### src/sv/pca_pkg.sv
// ----------------------------------------------------------------------------
// pca_pkg
// types, widths and helpers of the coherent block averager
// ----------------------------------------------------------------------------
`default_nettype none

package pca_pkg;

  localparam int MAX_BLOCK  = 1024;
  localparam int ADDR_W     = $clog2(MAX_BLOCK);
  localparam int SAMPLE_W   = 32;
  localparam int SUM_W      = 40;
  localparam int LEN_W      = 11;
  localparam int AVG_W      = 8;
  localparam int FRAG_LEN   = 260;
  localparam int FRAG_W     = $clog2(FRAG_LEN);
  localparam int CFG_IDX_W  = 1;
  localparam int CFG_W      = 11;
  localparam int DIV_CNT_W  = $clog2(SUM_W);

  localparam logic [LEN_W-1:0] LEN_RESET = LEN_W'(MAX_BLOCK);
  localparam logic [AVG_W-1:0] AVG_RESET = AVG_W'(1);

  // register indexes of the configuration port
  typedef enum logic [CFG_IDX_W-1:0] {
    REG_BLOCK_LENGTH      = 1'b0,
    REG_BLOCKS_TO_AVERAGE = 1'b1
  } reg_idx_t;

  // position inside an averaging round
  typedef enum logic [1:0] {
    PH_IDLE,
    PH_FIRST,
    PH_REST
  } phase_t;

  // control sequencer of the core
  typedef enum logic [1:0] {
    ST_WAIT,
    ST_ADD,
    ST_DIV,
    ST_EMIT
  } state_t;

  function automatic logic [LEN_W-1:0] clamp_len(input logic [LEN_W-1:0] v);
    logic [LEN_W-1:0] r;
    if (v < LEN_W'(2)) begin
      r = LEN_W'(2);
    end else if (v > LEN_W'(MAX_BLOCK)) begin
      r = LEN_W'(MAX_BLOCK);
    end else begin
      r = v;
    end
    return r;
  endfunction

endpackage

`default_nettype wire

### src/sv/pca_div.sv
// ----------------------------------------------------------------------------
// pca_div
// restoring divider, one quotient bit per cycle
// ----------------------------------------------------------------------------
`default_nettype none

module pca_div
  import pca_pkg::*;
(
  input  wire logic                clk,
  input  wire logic                rst,
  input  wire logic                start,
  input  wire logic [SUM_W-1:0]    dividend,
  input  wire logic [AVG_W-1:0]    divisor,
  output logic                     done,
  output logic      [SAMPLE_W-1:0] quotient
);

  logic                 busy;
  logic [DIV_CNT_W-1:0] cnt;
  logic [SUM_W-1:0]     work;
  logic [AVG_W-1:0]     dvs;
  logic [AVG_W-1:0]     rem;
  logic [AVG_W:0]       trial;
  logic                 fits;

  assign trial    = {rem, work[SUM_W-1]};
  assign fits     = trial >= {1'b0, dvs};
  assign quotient = work[SAMPLE_W-1:0];

  always_ff @(posedge clk) begin
    if (rst) begin
      busy <= 1'b0;
      done <= 1'b0;
    end else begin
      done <= 1'b0;
      if (start) begin
        busy <= 1'b1;
      end else if (busy && cnt == '0) begin
        busy <= 1'b0;
        done <= 1'b1;
      end
    end
  end

  always_ff @(posedge clk) begin
    if (start) begin
      work <= dividend;
      dvs  <= divisor;
      rem  <= '0;
      cnt  <= DIV_CNT_W'(SUM_W - 1);
    end else if (busy) begin
      // quotient bits shift in where dividend bits shift out
      if (fits) begin
        rem  <= AVG_W'(trial - {1'b0, dvs});
        work <= {work[SUM_W-2:0], 1'b1};
      end else begin
        rem  <= trial[AVG_W-1:0];
        work <= {work[SUM_W-2:0], 1'b0};
      end
      cnt <= cnt - DIV_CNT_W'(1);
    end
  end

endmodule

`default_nettype wire

### config.mk
export PLATFORM = sky130hd
export DESIGN_NAME = pca_div
export DESIGN_NICKNAME = d
export VERILOG_FILES = /design/src/sv/pca_pkg.sv /design/src/sv/pca_div.sv
export SDC_FILE = /design/constraint.sdc
export NUM_CORES = 1
export LEC_CHECK = 0
export ABC_AREA = 1
export BUFFER_PORTS_ARGS = -buffer_cell sky130_fd_sc_hd__buf_2
export CAP_MARGIN = 10
export CORE_MARGIN = 8
export CORE_UTILIZATION = 53
export DETAILED_ROUTE_END_ITERATION = 6
export PLACE_DENSITY = 0.87
export SYNTH_ARGS = -nofsm -noshare
export SYNTH_HDL_FRONTEND = slang
export SYNTH_SLANG_ARGS = --single-unit
export TNS_END_PERCENT = 10
### constraint.sdc
create_clock -name clk -period 2.3 [get_ports clk]
set_input_delay 0.575 -clock clk [delete_from_list [all_inputs] [get_ports clk]]
set_output_delay 0.575 -clock clk [all_outputs]
set_load 0.05 [all_outputs]
Word-level counts from Yosys, hierarchy flattened

Cells that the tools add are included.

Bits in writable memories: 0
Latch bits: 0
Memories kept: 0
Memory bits (read-only): 0
Flip-flop bits (word level): 64

Bitwise operators: 0
Multiply operators: 0
Order comparisons: 1
Reductions and logical operators: 5
Add/sub/neg operators: 2
Multiplexer cells: 7
Equality and inequality tests: 0
Div/mod/pow operators: 0
Shift operators: 0

Operator list:

| cell                | count |
|---|---|
| $mux 40             | 2 |
| $ge 9x8->1          | 1 |
| $mux 8              | 1 |
| $sub 8x8->8         | 1 |
| $logic_not 6->1     | 1 |
| $sub 6x1->6 const B | 1 |
| $mux 1              | 4 |
| $reduce_bool 2->1   | 2 |
| $reduce_or 2->1     | 1 |
| $logic_and 1x1->1   | 1 |

Longest topological paths before layout

Gate-level depths: netlist (run 1).

Depth in word-level cells: 4
Mapped depth: 12

Worst setup path before layout (run 1)

No wires, ideal clock.

Path kind: input to register
Start point: in start
End point: reg work[0], enable pin
Arrival time: 1,447 ps
Cell stages on the path: 4
Path slack: 476 ps
Cells stage by stage: buf_2 nor2_1 buf_2 inv_2

Longest elaborated chain between the ends: 1

Ends and longest elaborated chain:

| what                        | RTL line      | RTL |
|---|---|---|
| from (decl)                 | pca_div.sv:12 | `input wire logic start,` |
| $reduce_bool 2->1 (no line) | -             |  |
| to (signal assigned)        | pca_div.sv:48 | `work <= dividend;` |
| to (signal assigned)        | pca_div.sv:56 | `work <= {work[SUM_W-2:0], 1'b1};` |
| to (signal assigned)        | pca_div.sv:59 | `work <= {work[SUM_W-2:0], 1'b0};` |
| to (decl)                   | pca_div.sv:21 | `logic [SUM_W-1:0] work;` |

No other way between the ends.
A chain may end at the register's enable or synchronous reset.

Worst setup path in the final report (run 1)

Start point: reg dvs[1]
End point: reg rem[4]

Longest elaborated chain between the ends: 2

Ends and longest elaborated chain:

| what                                      | RTL line                     | RTL |
|---|---|---|
| from (decl)                               | pca_div.sv:22                | `logic [AVG_W-1:0] dvs;` |
| from (signal assigned)                    | pca_div.sv:49                | `dvs <= divisor;` |
| $sub 8x8->8 or $ge 9x8->1 (tied branches) | pca_div.sv:55, pca_div.sv:28 |  |
| $mux 8 (*)                                | pca_div.sv:54                | `if (fits) begin` |
| to (signal assigned)                      | pca_div.sv:55                | `rem <= AVG_W'(trial - {1'b0, dvs});` |
| to (signal assigned)                      | pca_div.sv:58                | `rem <= trial[AVG_W-1:0];` |
| to (decl)                                 | pca_div.sv:23                | `logic [AVG_W-1:0] rem;` |

Mark *: on every way between the ends. The rest lies on a longest branch, timed or not.

==> summary by stage, run 1 <==
Setup path
The data required time of the worst path is 2540 ps. Walking the worst path, the cells encountered are inv_1 > ha_1 > nand2_1 > nand2_1 > nand3_2 > nand2_2 > nand2_4 > nand2_4 > nand2_1 > nand3_1 > nand2_1. The cell type with the highest occurrence count on the critical path is nand2_1. The largest fanout on the critical path is 10. The kind of launch point of the worst setup path is a register.

The critical path's slowest cell is edfxtp_1. For the worst setup path, the data arrival time is 1950 ps. The type of the setup path with the least slack is reg -> reg.

The peak per-stage delay on the critical path is 410 ps. The worst setup path is captured at a register.

Layout
The count of non-filler cells in the finished layout is 520. After the last flow step, the layout net total stands at 499. The final instance area is 3810 um^2.

The diode insertion count for antenna repair is 0. Relative to the synthesized area, the layout overhead comes to 14.9%. In the final layout, the share of cells above drive strength 1 is 0.269.

Clock tree
The clock edge transition at the registers on the reported setup and hold paths is 70 ps. Post-CTS repair changed the size of 0 cells. The clock tree from TritonCTS is built.

The tree built by TritonCTS fans out to 64 sinks. The clock buffer count from CTS is 9. The cell at the root of the clock tree is clkbuf_8. The number of hold buffers added after CTS was 0. The clock latency reported for the late side of the worst-skew pair is 340 ps. No sink is reached through more buffers than the 2 on the longest clock path. In this run the number of H-tree levels came out at 3. Post-CTS timing repair inserted 0 buffers for setup.

Floorplanning
The cell row count is 29. The die boundary height is 95.1 um. The core footprint is 6200 um^2. During I/O placement, the number of pins put on the boundary was 84. The area enclosed by the die boundary is 9040 um^2. The chip width is 95.1 um. The starting utilization of the core area is 0.534.

Placement
The cell area reported after detailed placement is 3590 um^2. Once placement completed, the tool counted placed cells totaling 504. Before CTS, the worst setup slack after placement is 622 ps. The placed wire-length estimate after detailed placement is 5330 um.

The placer's final routability congestion estimate is 0.870. In this run the tool buffered the top-level ports with 83 buffer cells.

Route
Dividing the detail-routed via count by the number of cells gives 4.92. The number of antenna-violating nets in the routed design is 0. The first detailed-routing pass ran for 4 iterations.

The detailed router placed 2557 vias in this run. The detail-routed net length per standard cell is 13.8 um. The final wirelength is 7190 um. In the routed design, unresolved DRC markers number 0. The DRC marker count from the first detailed-route iteration is 103.

Synth
The per-instance average area after synthesis is 8.72 um^2. During synthesis, Yosys emitted a total of 0 warnings. The net count after synthesis is 441. After technology mapping, the gate count stands at 380. The total of flip-flops plus latches after synthesis is 64. The sequential fraction of the synthesis area is 0.532. In this run the cell area of the synthesized design comes to 3310 um^2. By area the synthesized netlist is led by edfxtp_1, nand2_1, dfxtp_1.

The number of different library cells used by synthesis comes to 33. The leading area contributor after synthesis is edfxtp_1. Of the post-synthesis cell area, the dominant cell type holds 0.435.

Hold path
The type of the most critical hold path is in -> reg.

Global routing
The number of global-route vias before repair is 2548. Across every metal layer, demand over resource in global routing totals 0.165. The met3 track demand over resource is 0.0535. The number of antenna violations at the first check in global routing is 0. The global route total overflow is 0.

In the global route stage, met2 resource usage came out at 0.266. The first-pass GRT wire length is 11600 um. The global routing's busiest layer is met2. Entering global routing, the biggest net connects 44 pins.

The met1 track demand over resource in global routing is 0.195.

STA
The count of endpoints failing hold in the final timing report was 0. Summed over all failing endpoints, the final setup total negative slack is 0 ps. The period utilization is 0.746. Across all setup checks in the final design, the least slack found is 583 ps.

The time the worst path needs with I/O delays and setup is 1720 ps. Setup repair after global routing left no endpoint under its margin. The transition time of the tightest slew-check pin is 419 ps. The number of slew-limit violations in the final report came to 0. The achievable frequency is 582 MHz. The number of setup violations in the final report is 0. Hold timing on the final database bottoms out at a slack of 402 ps. The remaining max-slew budget at the tightest pin is 0.720. Clock skew on the completed layout was measured at 9.58 ps.

Outcome
The run finished with clean final reports.

Pwr
Across the VDD grid, the largest voltage drop is 0.000434 V. The leakage power is 0.00196 uW. The ratio of total power to cell area is 803 nW/um^2.

Job
The count of maximum capacitance violations is 0.
-- cells in the final DEF (no fill, tap or decap), drive strengths merged, types with 2 or more instances in the layout --
cell    netlist  layout
nand2       174     174
nor2         17      17
inv          28      30
nor3          2       2
nand3b        7       7
ha            9       9
xor2          2       2
buf          34      89
a21oi         5       5
o21ai         3       3
bufinv        0       2
clkbuf        8       9
edfxtp       48      48
dfxtp        16      16
clkinv        1       3
nand3        18      18
-- kinds of logic (layout without fill, tap and decap cells) --
family | Yosys count | in the layout | synth area share
AOI/OAI and AO/OA | 11 | 11 | 0.0219
buffers and inverters | 71 | 134 | 0.117
adders and majority gates | 10 | 10 | 0.0400
xor gates and xnor gates | 3 | 3 | 0.00793
DFF | 64 | 64 | 0.532
and+or+nand+nor | 221 | 221 | 0.281
-- power breakdown --
group	internal, uW	total [uW]	leakage, uW	switching (uW)
sequential	1360	1410	0.000619	49.7
clock	612	1070	0.000108	454
combinational	165	586	0.00123	421
-- cell usage after synthesis, drive strengths merged --
master	instances
a21boi	1
a21oi	5
a22oi	1
a31oi	1
buf	34
clkbuf	8
clkinv	1
dfxtp	16
edfxtp	48
fa	1
ha	9
inv	28
nand2	174
nand3	18
nand3b	7
nand4	1
nor2	17
nor3	2
nor4	1
o21ai	3
or2	1
xnor2	1
xor2	2
-- path summary, 6_finish.rpt --
check                           slack [ps]      to  cells after the start    from
worst max-delay path                   580  rem[4]                     11  dvs[1]
worst max register to register         580  rem[4]                     11  dvs[1]
worst min register to register         480  cnt[0]                      2  cnt[0]
worst min-delay path                   400    done                      2     rst
-- state kept, by name (all words and copies together) (netlist names) --
signal	flops
busy	1
cnt	6
done	1
dvs	8
rem	8
work	40
-- per-layer routing --
metal / part of all wire / up-vias
met2: 0.50 / 76
met5: 0 / -
met3: 0.069 / 13
li1: - / 1296
met4: 0.020 / 0
met1: 0.41 / 1172
-- stage by stage --
step,util,power [uW]
6_report,0.614,3060
5_1_grt,0.614,3190
4_1_cts,0.614,3080
3_5_place_dp,0.579,2020
3_3_place_gp,0.579,2000
2_1_floorplan,-,1920
-- area by class of cell --
cell class / count / area (um^2)
tap: 77 / 96.3
clock buffer: 9 / 124
clock inverter: 7 / 93.8
fill: 541 / 2400
sequential: 64 / 1760
multi-input combinational: 245 / 1160
inverter: 29 / 109
timing repair buffer: 89 / 460
-- critical path: cells and delay by family (launching register included) --
kind | cells | cell delay [ps]
fa+ha+maj | 1 | 300
flops | 1 | 410
buf+inv | 1 | 70
simple gates | 9 | 830
No activity file was read; power rests on OpenSTA's default activity.
==> run 2, diff against run 1 <==
- CORE_UTILIZATION: 53 -> 48
- PLACE_DENSITY: 0.87 -> 0.83
- clock period: 2.3 -> 1.44 ns (I/O delays scaled with it)
==> run 2 against run 1 <==
The flow now finishes with violations (setup timing). Register-to-register slack worse by 750 ps. Routed wire length up 6.8%. Clock power up 73%. Setup slack worse by 750 ps. Design area up 9.2%. Largest power group unchanged.
==> summary by stage, run 2 (synthesized netlist as in run 1, its figures left out) <==
Global routing
The global route total overflow is 0 (unchanged). The number of antenna violations at the first check in global routing is 0 (unchanged). The largest net degree at the start of global routing came to 42 (-4.5%). The number of global-route vias before repair was 2616 (+2.7%). The all-layer global routing usage was 0.154 (-0.0112).

The first-pass GRT wire length was 12200 um (+4.6%).

STA
The worst-case setup margin in the final layout came to -171 ps (-754 ps). Setup repair after global routing could not meet its margin everywhere. The number of slew-limit violations in the final report is 0 (unchanged). The worst clock skew is 12.9 ps (+3.36 ps). The sum of negative setup slack was -1450 ps (-1450 ps). The transition time of the tightest slew-check pin is 502 ps (+83.1 ps). The time the worst path needs with I/O delays and setup came to 1610 ps (-106 ps).

The post-route worst hold slack is 187 ps (-215 ps). The count of endpoints failing hold in the final timing report is 0 (unchanged). The achievable frequency is 621 MHz (+6.6%). The remaining max-slew budget at the tightest pin was 0.665 (-0.0554). The period utilization came to 1.12 (+0.372). The number of setup violations in the final report was 9 (+9).

Clock tree
The cell at the root of the clock tree is clkbuf_8. The H-tree level count is 3 (unchanged). The clock buffer count from CTS is 9 (unchanged). The clock edge transition at the registers on the reported setup and hold paths is 80 ps (about the same). The number of buffers on the longest clock path was 2 (unchanged). TritonCTS built the clock tree. The clock latency reported for the late side of the worst-skew pair is 340 ps (about the same). The total number of clock tree sinks was 64 (unchanged).

Placement
The count of input and output buffers was 83 (unchanged). The placed wire-length estimate after detailed placement is 5280 um (-0.82%). The cell area reported after detailed placement is 3700 um^2 (+3.2%). The placer's final routability congestion estimate is 0.828 (-4.8%).

Route
The length of routed met2 wiring is 4070 um (+14%). The number of antenna-violating nets in the routed design came to 0 (unchanged). The DRC violation count after routing was 0 (unchanged). The detailed-routing iteration count for the pre-antenna-repair pass is 4 (unchanged).

The wire length the detailed router placed on met1 came to 3100 um (+4.8%). The wire length on met3 was 369 um (-26%). The final wirelength is 7680 um (+6.8%).

The vias after detailed routing is 2601 (+1.7%). The DRC marker count from the first detailed-route iteration is 107 (+3.9%). The detail-routed net length per standard cell is 14.3 um (+3.3%). The top layer used by detailed routing is met4.

The post-detailed-route via-to-cell ratio came to 4.83 (-1.7%).

Setup path
The largest fanout on the critical path is 5 (-5). The peak per-stage delay on the critical path is 330 ps (-80 ps). The kind of launch point of the worst setup path is a register. The critical path is of the reg -> reg type. The critical path goes through inv_1 > ha_1 > nand2_1 > nor2_4 > a21oi_4 > clkbuf_16 > a31oi_1. The worst setup path is captured at a register. The data arrival at the endpoint of the critical path is 1700 ps (-250 ps).

The critical path's slowest cell is edfxtp_1. The data required time of the worst path is 1530 ps (-1010 ps).

Floorplanning
The core footprint is 6760 um^2 (+8.9%). The cell row count was 30 (+3.4%). The starting utilization of the core area is 0.490 (-0.0436).

The area enclosed by the die boundary is 9820 um^2 (+8.6%). The chip width is 99.1 um (+4.2%). The die boundary height came to 99.1 um (+4.2%). The count of pins on the block boundary came to 84 (unchanged).

Layout
The most frequent standard cell in the layout excluding fill and tap cells is nand2_1. Leaving out fill and tap cells, the most frequent cells in the layout are nand2_1, buf_2, edfxtp_1. The number of nets in the finished design is 514 (+3.0%).

The top register by number of flip-flops is work. The largest registers in the layout are work (40), dvs (8), rem (8). The layout filler cell count is 562 (+3.9%). The flip-flop count of the largest register, all copies and words added was 40 (unchanged). The final instance area is 4160 um^2 (+9.2%). The fraction of layout cells with a size suffix above 1 was 0.354 (+0.0851). Relative to the synthesized area, the layout overhead comes to 25.5%.

The diode insertion count for antenna repair is 0 (unchanged).

Outcome
The flow ran to the end, but the final reports show violations. The checks that failed: setup timing.

Pwr
The peak ir drop on the vdd network is 0.000696 V (+60%). The leakage power is 0.00208 uW (+6.1%). The ratio of total power to cell area is 1250 nW/um^2 (+55%).

The total power is 5180 uW (+69%).

Job
The count of maximum capacitance violations is 0 (unchanged).

Hold path
The type of the most critical hold path is in -> reg.
[run 2: cell count changes in the layout (fill, tap and decap cells not counted), moves of 3 or more]
| cell | change |
|---|---|
| nand3_1 | -4 |
| ha_1 | -5 |
| nand3_2 | +4 |
| buf_12 | +3 |
| buf_4 | +10 |
| ha_4 | +4 |
| inv_1 | -3 |
| nand2_1 | -11 |
| nand2_2 | +10 |
[run 2: power by group]
| group | switching (uW) | internal (uW) | leakage (uW) |
|---|---|---|---|
| sequential | 75.2 | 2170 | 0.000620 |
| combinational | 735 | 352 | 0.00135 |
| clock | 704 | 1140 | 0.000110 |
| total | 1510 | 3670 | 0.00208 |
[run 2: cell type report]
class | instances | area (um^2) | area share
clock buffers | 10 | 128 | 0.0307
clock inverters | 6 | 109 | 0.0262
inverters | 29 | 111 | 0.0268
multi-input cells | 246 | 1330 | 0.319
flip-flops and latches | 64 | 1760 | 0.424
well taps | 80 | 100 | 0.0241
repair buffers | 103 | 621 | 0.149
[run 2: critical path: cells and delay by family, from the launching register on]
| family | cells | cell delay [ps] |
|---|---|---|
| adder cells (fa/ha/maj) | 1 | 330 |
| flip-flops | 1 | 330 |
| AND/OR/NAND/NOR | 2 | 200 |
| buffers and inverters | 2 | 220 |
| AO/OA/AOI/OAI | 2 | 270 |
[run 2: path summary, 6_finish.rpt]
kind	from	to	slack [ps]	cells past startpoint
max	dvs[3]	work[0]	-170	7
min	divisor[4]	dvs[4]	190	1
max reg2reg	dvs[3]	work[0]	-170	7
min reg2reg	cnt[0]	cnt[0]	500	2
[run 2: metrics by stage]
stage / std cells / setup slack [ps] / util
3_3_place_gp: 518 / -214 / 0.548
6_report: 538 / -171 / 0.615
5_1_grt: 538 / -278 / 0.615
4_1_cts: 537 / -178 / 0.597
3_5_place_dp: 518 / -277 / 0.548
2_1_floorplan: 380 / -88.5 / -
[run 2: routing by layer]
layer / track usage / vias to the layer above
li1: - / 1331
met1: 0.175 / 1195
met2: 0.266 / 64
met3: 0.0366 / 11
met4: 0.0745 / 0
met5: 0 / -
[run 2: timing repair]
action / 4_1_cts / 5_1_grt
setup buffers: 2 / 0
hold buffers: 0 / 0
pin swaps: 1 / 17
gates resized for setup: 14 / 20
endpoints found under the hold margin: 0 / 0
endpoints found under the setup margin: 9 / 10
cloned: 1 / 1
==> run 3, diff against run 2 <==
- SKIP_CTS_REPAIR_TIMING: not set -> 1
==> run 3 against run 2 <==
The run still ends with setup timing left. Non-clock buffer count is 1 lower. First-iteration DRC count grew 26%. Clock skew about the same. Clock power barely moved. Global-route usage fell by 0.31 points. Critical endpoint is now rem[4]. Design area down 2.4%. Setup slack improved by 6.1 ps. Final cell count shrank 0.19%.
==> summary by stage, run 3 (synthesized netlist as in run 1, its figures left out) <==
Outcome
The run finished, with violations left. The final reports fail on setup timing.

Layout
The top register by number of flip-flops is work. The layout filler cell count was 585 (+4.1%). The flip-flop count of the largest register, all copies and words added was 40 (unchanged).

The diode insertion count for antenna repair is 0 (unchanged). The total area of multi-input combinational cells is 1250 um^2 (-5.6%). The count of non-filler cells in the finished layout is 537 (-0.19%).

The number of nets in the finished design is 513 (-0.19%). The final instance area is 4060 um^2 (-2.4%). The combined flip-flop and latch cell area is 1760 um^2 (about the same). The fraction of layout cells with a size suffix above 1 was 0.313 (-0.0408).

Compared with the post-synthesis result, the final layout area differs by 22.4%. In the layout the commonest cells are nand2_1, buf_2, edfxtp_1. The library cell used most frequently in the layout, excluding fill and tap cells, is nand2_1. In the final layout, the registers with the most flip-flops are work (40), dvs (8), rem (8).

Floorplanning
The die boundary height is 99.1 um (unchanged). The cell row count was 30 (unchanged). The chip width is 99.1 um (unchanged). The count of pins on the block boundary came to 84 (unchanged).

The starting utilization of the core area is 0.490 (unchanged). The area enclosed by the die boundary came to 9820 um^2 (unchanged). The core footprint is 6760 um^2 (unchanged).

Setup path
The type of the setup path with the least slack is reg -> reg. The register-to-register setup slack is -160 ps (about the same). The kind of launch point of the worst setup path is a register.

STA classifies the critical path endpoint as a register. The largest fanout on the critical path is 2 (-3). The worst-case reg-to-reg path depth is 9 (+2).

In this run the critical register-to-register path is captured at rem[4]. The capture point of the critical path is rem[4]. The data required time of the worst path is 1670 ps (+140 ps). The worst register-to-register path begins at dvs[0]. The data arrival at the endpoint of the critical path is 1840 ps (+140 ps).

The source of the critical timing path is dvs[0].

Clock tree
The clock latency reported for the late side of the worst-skew pair is 340 ps (about the same). The clock tree from TritonCTS is built. The cell at the root of the clock tree is clkbuf_8.

The clock buffer count from CTS is 9 (unchanged). The H-tree level count is 3 (unchanged). The total number of clock tree sinks is 64 (unchanged). The clock edge transition at the registers on the reported setup and hold paths is 70 ps (about the same). The number of buffers on the longest clock path came to 2 (unchanged).

Global routing
The all-layer global routing usage came to 0.151 (-0.00305). The global route total overflow was 0 (unchanged). The number of antenna violations at the first check in global routing is 0 (unchanged). The number of global-route vias before repair is 2562 (-2.1%). The largest net degree at the start of global routing is 42 (unchanged).

The first-pass GRT wire length was 11900 um (-2.1%).

STA
Setup repair after global routing could not meet its margin everywhere. The number of setup violations in the final report is 9 (unchanged). The worst clock skew came to 12.9 ps (-0.0735 ps).

The number of slew-limit violations in the final report is 0 (unchanged). The count of endpoints failing hold in the final timing report is 0 (unchanged). The sum of negative setup slack was -1250 ps (+196 ps). The period utilization is 1.11 (-0.00427). The remaining max-slew budget at the tightest pin is 0.668 (+0.00265).

The achievable frequency was 623 MHz (+0.38%). The transition time of the tightest slew-check pin was 499 ps (-3.97 ps). The time the worst path needs with I/O delays and setup is 1600 ps (-6.14 ps).

The worst-case setup margin in the final layout is -165 ps (+6.14 ps).

Route
The vias after detailed routing was 2599 (-0.077%). The final wirelength is 7510 um (-2.2%). The detail-routed net length per standard cell is 14.0 um (-2.0%). The post-detailed-route via-to-cell ratio came to 4.84 (+0.11%).

The number of antenna-violating nets in the routed design is 0 (unchanged). The detailed-routing iteration count for the pre-antenna-repair pass was 4 (unchanged). The DRC violation count after routing is 0 (unchanged). The DRC marker count from the first detailed-route iteration came to 135 (+26%).

Hold path
The worst min-delay path startpoint is divisor[4]. The path class of the tightest hold or removal check is in -> reg.

Placement
The cell area reported after detailed placement is 3700 um^2 (unchanged). The count of input and output buffers is 83 (unchanged). The count of placed standard cells including taps is 518 (unchanged).

The placed wire-length estimate after detailed placement was 5280 um (unchanged). The placer's final routability congestion estimate came to 0.828 (unchanged). The pre-CTS worst setup slack is -277 ps (unchanged).

Job
The count of maximum capacitance violations is 0 (unchanged).

Pwr
The ratio of total power to cell area came to 1260 nW/um^2 (+1.3%). The peak ir drop on the vdd network is 0.000694 V (-0.29%). The leakage power is 0.00204 uW (-2.0%).
-- run 3: how the worst min path moves through the flow --
stage / end / cells past startpoint / slack, ps
floorplan: done / 1 / 430
global placement: cnt[0] / 2 / 460
detailed placement: cnt[0] / 2 / 490
CTS: dvs[5] / 1 / 180
global route: dvs[4] / 1 / 180
finish: dvs[4] / 1 / 200
-- run 3: stage by stage --
| stage | hold WS [ps] | power (uW) | utilization |
|---|---|---|---|
| global route | 177 | 5340 | 0.600 |
| detailed placement | 495 | 3270 | 0.548 |
| global placement | 462 | 3240 | 0.548 |
| floorplan | 432 | 3070 | - |
| finish | 196 | 5120 | 0.600 |
| CTS | 182 | 5110 | 0.583 |
-- run 3: worst max-delay path, cell delays in order, from the launching register on --
cell	delay [ps]
edfxtp_1	380
ha_2	200
fa_2	350
inv_2	80
nand3_1	70
nand3_1	80
xnor2_1	140
nand2_1	70
nand3_1	80
nand2_1	60
-- run 3: area by class of cell --
cell class / count / area share
Sequential cell: 64 / 0.434
Inverter: 29 / 0.0275
Multi-Input combinational cell: 246 / 0.308
Timing Repair Buffer: 102 / 0.147
Clock buffer: 10 / 0.0315
Tap cell: 80 / 0.0247
Clock inverter: 6 / 0.0268
-- run 3: power by group --
part	switching, uW	internal (uW)
Clock	696	1140
Combinational	708	329
Sequential	75.2	2170
Total	1480	3640
-- run 3: per-layer routing --
metal  global-route usage  part of all wire
met1                0.174              0.41
met3               0.0359             0.052
met2                0.259              0.53
met5                    0                 0
met4               0.0710             0.015
